$ cat config.mk
export PLATFORM = sky130hd
export DESIGN_NAME = ultrasonic_echo_kalman_guard_top
export DESIGN_NICKNAME = d
export VERILOG_FILES = /design/src/rtl/uekg_pkg.sv /design/src/rtl/ultrasonic_echo_kalman_guard_top.sv /design/src/rtl/uekg_div.sv /design/src/rtl/uekg_mul.sv
export SDC_FILE = /design/constraint.sdc
export NUM_CORES = 2
export LEC_CHECK = 0
export BUFFER_PORTS_ARGS = -buffer_cell sky130_fd_sc_hd__clkbuf_2
export CAP_MARGIN = 20
export CORE_MARGIN = 4
export CORE_UTILIZATION = 25
export CTS_CLUSTER_DIAMETER = 80
export CTS_CLUSTER_SIZE = 16
export DETAILED_ROUTE_END_ITERATION = 10
export GPL_TIMING_DRIVEN = 0
export MAX_ROUTING_LAYER = met4
export PLACE_DENSITY = 0.4
export SLEW_MARGIN = 5
export SYNTH_ARGS = -nofsm -noshare
export SYNTH_HDL_FRONTEND = slang
export SYNTH_HIERARCHICAL = 1
export SYNTH_SLANG_ARGS = --single-unit
$ cat constraint.sdc
create_clock -name i_clk -period 13.6 [get_ports i_clk]
set_input_delay 4.08 -clock i_clk [delete_from_list [all_inputs] [get_ports i_clk]]
set_output_delay 4.08 -clock i_clk [all_outputs]
set_load 0.005 [all_outputs]
$ cat src/rtl/uekg_pkg.sv
// ============================================================================
// uekg_pkg: shared types and constants of the echo range and Kalman guard
// Widths of the register fields, reset values, register indexes, action codes
// and the result record of the serial divider.
// ============================================================================
package uekg_pkg;

    // configuration port
    localparam int CFG_IDX_W  = 3;
    localparam int CFG_DATA_W = 20;

    // register field widths
    localparam int TMO_W  = 20;
    localparam int THR_W  = 9;
    localparam int COEF_W = 20;
    localparam int PN_W   = 16;
    localparam int MN_W   = 18;

    // Kalman arithmetic widths (Q2.16)
    localparam int FRAC_W = 16;
    localparam int P_W    = 18;
    localparam int DEN_W  = 19;
    localparam int GAIN_W = 17;
    localparam int REM_W  = 20;

    // shared multiplier: A side carries pulse width or gain terms
    localparam int MUL_A_W = 20;

    // result field widths
    localparam int OUT_DIST_W = 17;
    localparam int ACT_W      = 2;

    // register indexes
    localparam logic [CFG_IDX_W-1:0] CFG_TIMEOUT   = 3'd0;
    localparam logic [CFG_IDX_W-1:0] CFG_THRESHOLD = 3'd1;
    localparam logic [CFG_IDX_W-1:0] CFG_RANGE     = 3'd2;
    localparam logic [CFG_IDX_W-1:0] CFG_PNOISE    = 3'd3;
    localparam logic [CFG_IDX_W-1:0] CFG_MNOISE    = 3'd4;

    // reset values
    localparam logic [TMO_W-1:0]  TMO_RST  = 20'd26100;
    localparam logic [THR_W-1:0]  THR_RST  = 9'd20;
    localparam logic [COEF_W-1:0] COEF_RST = 20'd287729;
    localparam logic [PN_W-1:0]   PN_RST   = 16'd655;
    localparam logic [MN_W-1:0]   MN_RST   = 18'd32768;
    localparam logic [P_W-1:0]    P_RST    = 18'd65536;

    // 1.0 in Q16
    localparam logic [GAIN_W-1:0] ONE_Q16 = 17'h10000;

    typedef enum logic [ACT_W-1:0] {
        ACT_NONE   = 2'd0,
        ACT_STOP   = 2'd1,
        ACT_RESUME = 2'd2
    } t_action;

    // divider result: done pulse and quotient
    typedef struct packed {
        logic              done;
        logic [GAIN_W-1:0] quot;
    } t_div_res;

endpackage

$ cat src/rtl/ultrasonic_echo_kalman_guard_top.sv
// ============================================================================
// ultrasonic_echo_kalman_guard_top: echo range with Kalman smoothing and guard
// Echo edge timestamps in; one range result per falling edge out.
// ============================================================================
// Usage:
//   Input channel (i_in_valid / o_in_stall): one echo edge per transfer.
//   A rising edge (i_cmd = 0) stores its timestamp and makes no
//   result. A falling edge measures the pulse and makes one result.
//   Output channel (o_out_valid / i_out_stall): one result per transfer,
//   held in an output register until taken.
//   Config channel (i_cfg_valid / o_cfg_ready): always ready; write only
//   while the block is idle.
// Flow:
//   A falling edge runs the serial gain divider (17 quotient bits, one a
//   cycle) before the estimate and variance updates. A timed-out pulse
//   skips them. The input is stalled while an edge is at work, so a new
//   falling edge is taken only once the last result has left the sequencer;
//   rising edges are taken one per cycle while the block is idle.
//   The shared multiplier handles range, estimate and variance updates.
// Reset: synchronous, active low; registers return to their defaults,
//   estimate 0, variance 1.0, not blocked.
// Stall: a finished result waits in the sequencer until the output register
//   is free; the register itself holds while i_out_stall is high.
// ============================================================================
module ultrasonic_echo_kalman_guard_top #(
    parameter int TIME_BITS = 32,
    parameter int DIST_BITS = 17
) (
    input  logic        i_clk,
    input  logic        i_rst_n,
    // edge input
    input  logic        i_in_valid,
    output logic        o_in_stall,
    input  logic        i_cmd,
    input  logic [31:0] i_time_us,
    // result output
    output logic        o_out_valid,
    input  logic        i_out_stall,
    output logic        o_timed_out,
    output logic [16:0] o_raw_distance,
    output logic [16:0] o_filtered_distance,
    output logic        o_blocked,
    output logic [1:0]  o_action,
    // configuration writes
    input  logic        i_cfg_valid,
    output logic        o_cfg_ready,
    input  logic [2:0]  i_cfg_index,
    input  logic [19:0] i_cfg_data
);
    import uekg_pkg::*;

    localparam int MUL_B_W = (DIST_BITS > COEF_W) ? DIST_BITS : COEF_W;
    localparam int PROD_W  = MUL_A_W + MUL_B_W;
    localparam int HI_W    = PROD_W - FRAC_W;
    localparam int TW      = (TIME_BITS > TMO_W) ? TIME_BITS : TMO_W;
    localparam int CW      = (DIST_BITS > OUT_DIST_W) ? DIST_BITS : OUT_DIST_W;
    localparam logic [HI_W-1:0] DIST_MAX_HI =
        {{(HI_W - DIST_BITS){1'b0}}, {DIST_BITS{1'b1}}};

    typedef enum logic [2:0] {
        S_IDLE,
        S_CHECK,
        S_RAW,
        S_DIV,
        S_MAG,
        S_EST,
        S_VAR,
        S_OUT
    } t_state;

    t_state r_state;

    // configuration registers
    logic [TMO_W-1:0]  r_timeout;
    logic [THR_W-1:0]  r_thr;
    logic [COEF_W-1:0] r_coef;
    logic [PN_W-1:0]   r_pn;
    logic [MN_W-1:0]   r_mn;

    // block state
    logic [TIME_BITS-1:0] r_start;
    logic [DIST_BITS-1:0] r_est;
    logic [P_W-1:0]       r_var;
    logic                 r_flag;

    // per-edge working registers
    logic [TIME_BITS-1:0] r_t;
    logic [TMO_W-1:0]     r_width;
    logic                 r_tmo;
    logic [P_W-1:0]       r_p1;
    logic [DIST_BITS-1:0] r_raw;
    logic [GAIN_W-1:0]    r_gain;
    logic [DIST_BITS-1:0] r_diff;
    logic                 r_neg;

    // finished result
    logic                 r_res_tmo;
    logic [DIST_BITS-1:0] r_res_raw;
    logic [DIST_BITS-1:0] r_res_filt;
    logic                 r_res_blk;
    t_action              r_res_act;

    // output register
    logic                  r_out_valid;
    logic                  r_o_tmo;
    logic [OUT_DIST_W-1:0] r_o_raw;
    logic [OUT_DIST_W-1:0] r_o_filt;
    logic                  r_o_blk;
    t_action               r_o_act;

    // combinational signals
    logic [TIME_BITS-1:0] t_in;
    logic [TIME_BITS-1:0] width_full;
    logic [TW-1:0]        width_ext;
    logic                 over;
    logic [P_W:0]         p1_sum;
    logic [P_W-1:0]       p1_sat;
    logic [DEN_W-1:0]     den;
    logic [MUL_A_W-1:0]   mul_a;
    logic [MUL_B_W-1:0]   mul_b;
    logic [PROD_W-1:0]    w_prod;
    logic [HI_W-1:0]      prod_hi;
    logic [DIST_BITS-1:0] raw_sat;
    logic [DIST_BITS-1:0] mag;
    logic [DIST_BITS-1:0] est_new;
    logic [P_W-1:0]       var_new;
    logic [OUT_DIST_W-1:0] thr_q8;
    logic                 hit;
    logic                 out_free;
    logic [CW-1:0]        raw_ext;
    logic [CW-1:0]        filt_ext;
    t_div_res             div_res;

    // pulse width and timeout compare
    always_comb begin
        t_in       = TIME_BITS'(i_time_us);
        width_full = t_in - r_start;
        width_ext  = TW'(width_full);
        over       = width_ext > TW'(r_timeout);
    end

    // predicted variance and gain divisor
    always_comb begin
        p1_sum = {1'b0, r_var} + (P_W + 1)'(r_pn);
        p1_sat = p1_sum[P_W] ? '1 : p1_sum[P_W-1:0];
        den    = DEN_W'(r_p1) + DEN_W'(r_mn);
    end

    // shared multiplier operand select
    always_comb begin
        case (r_state)
            S_MAG: begin
                mul_a = MUL_A_W'(r_gain);
                mul_b = MUL_B_W'(r_diff);
            end
            S_EST: begin
                mul_a = MUL_A_W'(ONE_Q16 - r_gain);
                mul_b = MUL_B_W'(r_p1);
            end
            default: begin
                mul_a = r_width;
                mul_b = MUL_B_W'(r_coef);
            end
        endcase
    end

    uekg_mul #(
        .B_W (MUL_B_W)
    ) u_mul (
        .i_clk  (i_clk),
        .i_a    (mul_a),
        .i_b    (mul_b),
        .o_prod (w_prod)
    );

    uekg_div u_div (
        .i_clk   (i_clk),
        .i_rst_n (i_rst_n),
        .i_start (r_state == S_RAW),
        .i_num   (r_p1),
        .i_den   (den),
        .o_res   (div_res)
    );

    // product post-processing
    always_comb begin
        prod_hi  = w_prod[PROD_W-1:FRAC_W];
        raw_sat  = (prod_hi > DIST_MAX_HI) ? '1 : prod_hi[DIST_BITS-1:0];
        mag      = prod_hi[DIST_BITS-1:0];
        est_new  = r_neg ? (r_est - mag) : (r_est + mag);
        var_new  = w_prod[FRAC_W+P_W-1:FRAC_W];
        thr_q8   = {r_thr, 8'h00};
        hit      = CW'(r_est) <= CW'(thr_q8);
        out_free = !r_out_valid || !i_out_stall;
        raw_ext  = CW'(r_res_raw);
        filt_ext = CW'(r_res_filt);
    end

    // sequencer, state and output register
    always_ff @(posedge i_clk) begin
        if (!i_rst_n) begin
            r_state     <= S_IDLE;
            r_out_valid <= 1'b0;
            r_timeout   <= TMO_RST;
            r_thr       <= THR_RST;
            r_coef      <= COEF_RST;
            r_pn        <= PN_RST;
            r_mn        <= MN_RST;
            r_start     <= '0;
            r_est       <= '0;
            r_var       <= P_RST;
            r_flag      <= 1'b0;
        end else begin
            // register writes
            if (i_cfg_valid) begin
                unique case (i_cfg_index)
                    CFG_TIMEOUT:   r_timeout <= i_cfg_data[TMO_W-1:0];
                    CFG_THRESHOLD: r_thr     <= i_cfg_data[THR_W-1:0];
                    CFG_RANGE:     r_coef    <= i_cfg_data[COEF_W-1:0];
                    CFG_PNOISE:    r_pn      <= i_cfg_data[PN_W-1:0];
                    CFG_MNOISE:    r_mn      <= i_cfg_data[MN_W-1:0];
                    default: ;
                endcase
            end

            // a finished result fills the register, an output transfer frees it
            if (r_state == S_OUT && out_free) begin
                r_out_valid <= 1'b1;
            end else if (r_out_valid && !i_out_stall) begin
                r_out_valid <= 1'b0;
            end

            unique case (r_state)
                S_IDLE: begin
                    if (i_in_valid) begin
                        if (!i_cmd) begin
                            r_start <= t_in;
                        end else begin
                            r_t     <= t_in;
                            r_width <= width_ext[TMO_W-1:0];
                            r_tmo   <= over;
                            r_state <= S_CHECK;
                        end
                    end
                end
                S_CHECK: begin
                    r_p1 <= p1_sat;
                    if (r_tmo) begin
                        r_start    <= r_t;
                        r_res_tmo  <= 1'b1;
                        r_res_raw  <= '0;
                        r_res_filt <= r_est;
                        r_res_blk  <= r_flag;
                        r_res_act  <= ACT_NONE;
                        r_state    <= S_OUT;
                    end else begin
                        r_state <= S_RAW;
                    end
                end
                S_RAW: begin
                    r_raw   <= raw_sat;
                    r_state <= S_DIV;
                end
                S_DIV: begin
                    r_neg  <= r_raw < r_est;
                    r_diff <= (r_raw < r_est) ? (r_est - r_raw) : (r_raw - r_est);
                    if (div_res.done) begin
                        r_gain  <= div_res.quot;
                        r_state <= S_MAG;
                    end
                end
                S_MAG: begin
                    r_state <= S_EST;
                end
                S_EST: begin
                    r_est   <= est_new;
                    r_state <= S_VAR;
                end
                S_VAR: begin
                    r_var      <= var_new;
                    r_res_tmo  <= 1'b0;
                    r_res_raw  <= r_raw;
                    r_res_filt <= r_est;
                    // hysteresis on the smoothed distance
                    if (hit && !r_flag) begin
                        r_flag    <= 1'b1;
                        r_res_blk <= 1'b1;
                        r_res_act <= ACT_STOP;
                    end else if (!hit && r_flag) begin
                        r_flag    <= 1'b0;
                        r_res_blk <= 1'b0;
                        r_res_act <= ACT_RESUME;
                    end else begin
                        r_res_blk <= r_flag;
                        r_res_act <= ACT_NONE;
                    end
                    r_state <= S_OUT;
                end
                S_OUT: begin
                    if (out_free) begin
                        r_o_tmo     <= r_res_tmo;
                        r_o_raw     <= raw_ext[OUT_DIST_W-1:0];
                        r_o_filt    <= filt_ext[OUT_DIST_W-1:0];
                        r_o_blk     <= r_res_blk;
                        r_o_act     <= r_res_act;
                        r_state     <= S_IDLE;
                    end
                end
                default: r_state <= S_IDLE;
            endcase
        end
    end

    assign o_in_stall          = (r_state != S_IDLE);
    assign o_cfg_ready         = 1'b1;
    assign o_out_valid         = r_out_valid;
    assign o_timed_out         = r_o_tmo;
    assign o_raw_distance      = r_o_raw;
    assign o_filtered_distance = r_o_filt;
    assign o_blocked           = r_o_blk;
    assign o_action            = r_o_act;

    // divider finishes only while the sequencer waits for it
    a_div_done_in_div: assert property (@(posedge i_clk) disable iff (!i_rst_n)
        div_res.done |-> (r_state == S_DIV))
        else $error("divider done outside divide state");

    // gain never exceeds 1.0
    a_gain_range: assert property (@(posedge i_clk) disable iff (!i_rst_n)
        (r_state == S_MAG) |-> (r_gain <= ONE_Q16))
        else $error("Kalman gain above 1.0");

    // correction never overshoots the measurement
    a_mag_bound: assert property (@(posedge i_clk) disable iff (!i_rst_n)
        (r_state == S_EST) |-> (mag <= r_diff))
        else $error("estimate correction larger than innovation");

    // timed-out results carry no action
    a_tmo_no_action: assert property (@(posedge i_clk) disable iff (!i_rst_n)
        (o_out_valid && o_timed_out) |-> (o_action == ACT_NONE))
        else $error("action on timed-out result");

    // action agrees with the reported flag
    a_action_flag: assert property (@(posedge i_clk) disable iff (!i_rst_n)
        (o_out_valid && (o_action == ACT_STOP || o_action == ACT_RESUME))
            |-> (o_blocked == (o_action == ACT_STOP)))
        else $error("action disagrees with blocked flag");

endmodule

$ cat src/rtl/uekg_div.sv
// ============================================================================
// uekg_div: serial restoring divider for the Kalman gain
// Computes floor(num * 2^16 / den), one quotient bit per cycle.
// A zero divisor gives a zero quotient.
// ============================================================================
module uekg_div (
    input  logic                         i_clk,
    input  logic                         i_rst_n,
    input  logic                         i_start,
    input  logic [uekg_pkg::P_W-1:0]     i_num,
    input  logic [uekg_pkg::DEN_W-1:0]   i_den,
    output uekg_pkg::t_div_res           o_res
);
    import uekg_pkg::*;

    localparam int CNT_W = $clog2(GAIN_W);

    logic             r_busy;
    logic             r_done;
    logic [CNT_W-1:0] r_cnt;
    logic [REM_W-1:0] r_rem;
    logic [DEN_W-1:0] r_den;
    logic [GAIN_W-1:0] r_q;

    logic             ge;
    logic [REM_W-1:0] rem_sub;
    logic [REM_W-1:0] rem_next;

    // one compare and subtract per cycle
    always_comb begin
        ge       = r_rem >= REM_W'(r_den);
        rem_sub  = ge ? (r_rem - REM_W'(r_den)) : r_rem;
        rem_next = {rem_sub[REM_W-2:0], 1'b0};
    end

    always_ff @(posedge i_clk) begin
        if (!i_rst_n) begin
            r_busy <= 1'b0;
            r_done <= 1'b0;
            r_cnt  <= '0;
        end else begin
            r_done <= 1'b0;
            if (i_start) begin
                r_rem  <= REM_W'(i_num);
                r_den  <= i_den;
                r_q    <= '0;
                r_cnt  <= '0;
                r_busy <= 1'b1;
            end else if (r_busy) begin
                r_rem <= rem_next;
                r_q   <= {r_q[GAIN_W-2:0], ge};
                r_cnt <= r_cnt + 1'b1;
                if (r_cnt == CNT_W'(GAIN_W - 1)) begin
                    r_busy <= 1'b0;
                    r_done <= 1'b1;
                end
            end
        end
    end

    assign o_res.done = r_done;
    assign o_res.quot = (r_den == '0) ? '0 : r_q;

endmodule

$ cat src/rtl/uekg_mul.sv
// ============================================================================
// uekg_mul: shared registered multiplier
// Unsigned A x B with the product registered.
// ============================================================================
module uekg_mul #(
    parameter int B_W = 20
) (
    input  logic                                i_clk,
    input  logic [uekg_pkg::MUL_A_W-1:0]        i_a,
    input  logic [B_W-1:0]                      i_b,
    output logic [uekg_pkg::MUL_A_W+B_W-1:0]    o_prod
);
    import uekg_pkg::*;

    localparam int PROD_W = MUL_A_W + B_W;

    logic [PROD_W-1:0] r_prod;

    always_ff @(posedge i_clk) begin
        r_prod <= PROD_W'(i_a) * PROD_W'(i_b);
    end

    assign o_prod = r_prod;

endmodule

==> flow_summary.yaml <==
routing:
  ant_nets: 0
  wl_um: 129000
  num_vias: 28200
  drc: 0
  first_pass_iters: 5
  routedWlPerCell_um: 21.3
  via_per_inst: 4.65
  drt_iter0_drc: 1979
setup_path:
  rr_worst_depth: 28
  cp_slowest_cell: "clkbuf_1"
  end_kind: "flip-flop"
  start_kind: "flip-flop"
  cp.required_ns: 14.08
  cpPeakStageDelay_ns: 0.90
  crit_path_max_fanout: 10
  crit_type: "flip-flop to flip-flop"
  ff2ff_setup_slack_ns: 2.93
  cp.arrival_ns: 11.14
  critPathMostFrequentCell: "fa_1"
sta:
  slew_headroom: 0.176
  finalSetupViolations: 0
  fin_crit_ns: 10.67
  grt_setup_unrepaired: "no"
  setup-tns-final_ns: 0
  fmaxAchievable_mhz: 93.7
  slew_viol_final: 0
  fin_skew_ns: 0.0438
  worst_pin_slew_ns: 1.24
  finalHoldViolations: 0
  post-route-period-util: 0.784
floorplanning:
  die_h_um: 394
  initial_core_util: 0.252
  rows: 141
  die_w_um: 394
  design.die.area_mm2: 0.155
  pin_count: 102
  core_mm2: 0.148
clocking:
  numCtsBuffers: 39
  postCtsSetupBuffers: 0
  cts.htree.levels: 2
  cts_hold_buf: 0
  clock_latency_ns: 0.59
  clk_pin_slew_worst_paths_ns: 0.08
  clockRootBuffer: "clkbuf_16"
  cts_resized: 0
  clock_sinks: 441
  cts_tree: "done"
  ctsLongestPathBuffers: 3
finish:
  synthToLayoutAreaGrowth_pct: 11.7
  nFillCells: 15900
  final_nets: 4810
  final-seq-area_mm2: 0.0114
  multi_input_area_mm2: 0.0231
  drive_gt1_frac: 0.0629
  final_util: 0.281
  stdcell_count: 6065
worst_hold_path:
  hold_path.class: "flip-flop to flip-flop"
  whs_path_depth: 0
run_status:
  outcome: "finished clean"
global_routing:
  grt_pass1_vias: 28600
  grt_max_degree: 54
  grt_overflow: 0
  grt_pass1_wl_um: 193000
  antenna_found_initial: 14
  track_usage: 0.169
synthesis:
  syn-num-nets: 4661
  netlist_area_mm2: 0.0372
  syn_area_per_cell_um2: 9.41
  synth_cells: 3953
  ys_warn_count: 6
flow_run:
  drv_cap: 0
placed_design:
  dp_cells: 5991
  dp_hpwl_um: 102000
  port_buffers: 100
  place_congestion: 0.876
[stage by stage]
stage	setup slack, ns	area [µm²]	hold WS [ns]
after floorplan	4.76	37200	0.400
after global placement	2.85	40100	0.403
after detailed placement	2.93	40300	0.405
after CTS	2.92	41500	0.416
after global routing	2.62	41500	0.419
final	2.93	41500	0.416
[cell type report]
| type | instances | area share |
|---|---|---|
| Multi-Input combinational cell | 2805 | 0.557 |
| Sequential cell | 441 | 0.274 |
| Tap cell | 1930 | 0.0581 |
| Inverter | 517 | 0.0467 |
| Clock buffer | 57 | 0.0274 |
| Buffer | 190 | 0.0187 |
| Timing Repair Buffer | 108 | 0.0148 |
| Clock inverter | 14 | 0.00331 |
| Antenna cell | 3 | 0.000181 |
[worst max-delay path: cells and delay by family, from the launching register on]
family                     cells  cell delay, ns
DFF                            1            0.33
buffers and inverters          8            2.87
adders and majority gates      9            4.15
and+or+nand+nor                4            1.13
AOI/OAI and AO/OA              7            2.05
[layer usage]
layer	track usage	share of wire	vias up
met5	-	0	-
met4	0.0233	0.013	0
met3	0.0156	0.036	90
met2	0.270	0.46	531
met1	0.239	0.49	14100
li1	-	-	13500
[registers in the layout, indices dropped and copies added, names as in the netlist, 18 cells and up]
signal and cells:
r_start 32, r_mn 18, u_mul/o_prod 24, r_t 32, r_var 18, u_div/r_rem 20
u_div/r_den 19, r_p1 18, r_timeout 20, r_coef 20, r_width 20
[cell usage in the layout, fill, tap and decap left out, types with 10 or more instances in the layout]
master	count
dfxtp_1	186
clkbuf_16	42
clkbuf_2	102
or3_1	21
or2_2	20
mux2i_1	44
nor4_1	17
inv_1	515
nand4_1	24
o31ai_1	12
nor2b_1	63
o21a_1	21
a31oi_1	28
a211oi_1	53
ha_1	320
and2_1	239
fa_1	327
a21oi_1	237
o21ai_0	100
edfxtp_1	255
nand2b_1	32
nand2_1	534
a32oi_1	10
nand3_1	67
xnor2_1	80
a21o_1	48
o211ai_1	24
o21bai_1	16
nor2_1	152
clkbuf_1	179
nor3b_1	12
a221o_1	13
a22oi_1	18
and3_1	26
nor3_1	43
xor2_1	52
[final timing paths]
check / from / endpoint
worst min-delay path: filt_ext[14] / o_filtered_distance[14]
worst min register to register: filt_ext[14] / o_filtered_distance[14]
worst max-delay path: r_state[1] / u_mul/o_prod[37]
worst max register to register: r_state[1] / u_mul/o_prod[37]
Power is not shown: default switching activity piles up to over one toggle a cycle in this logic, so the estimate is an artifact.
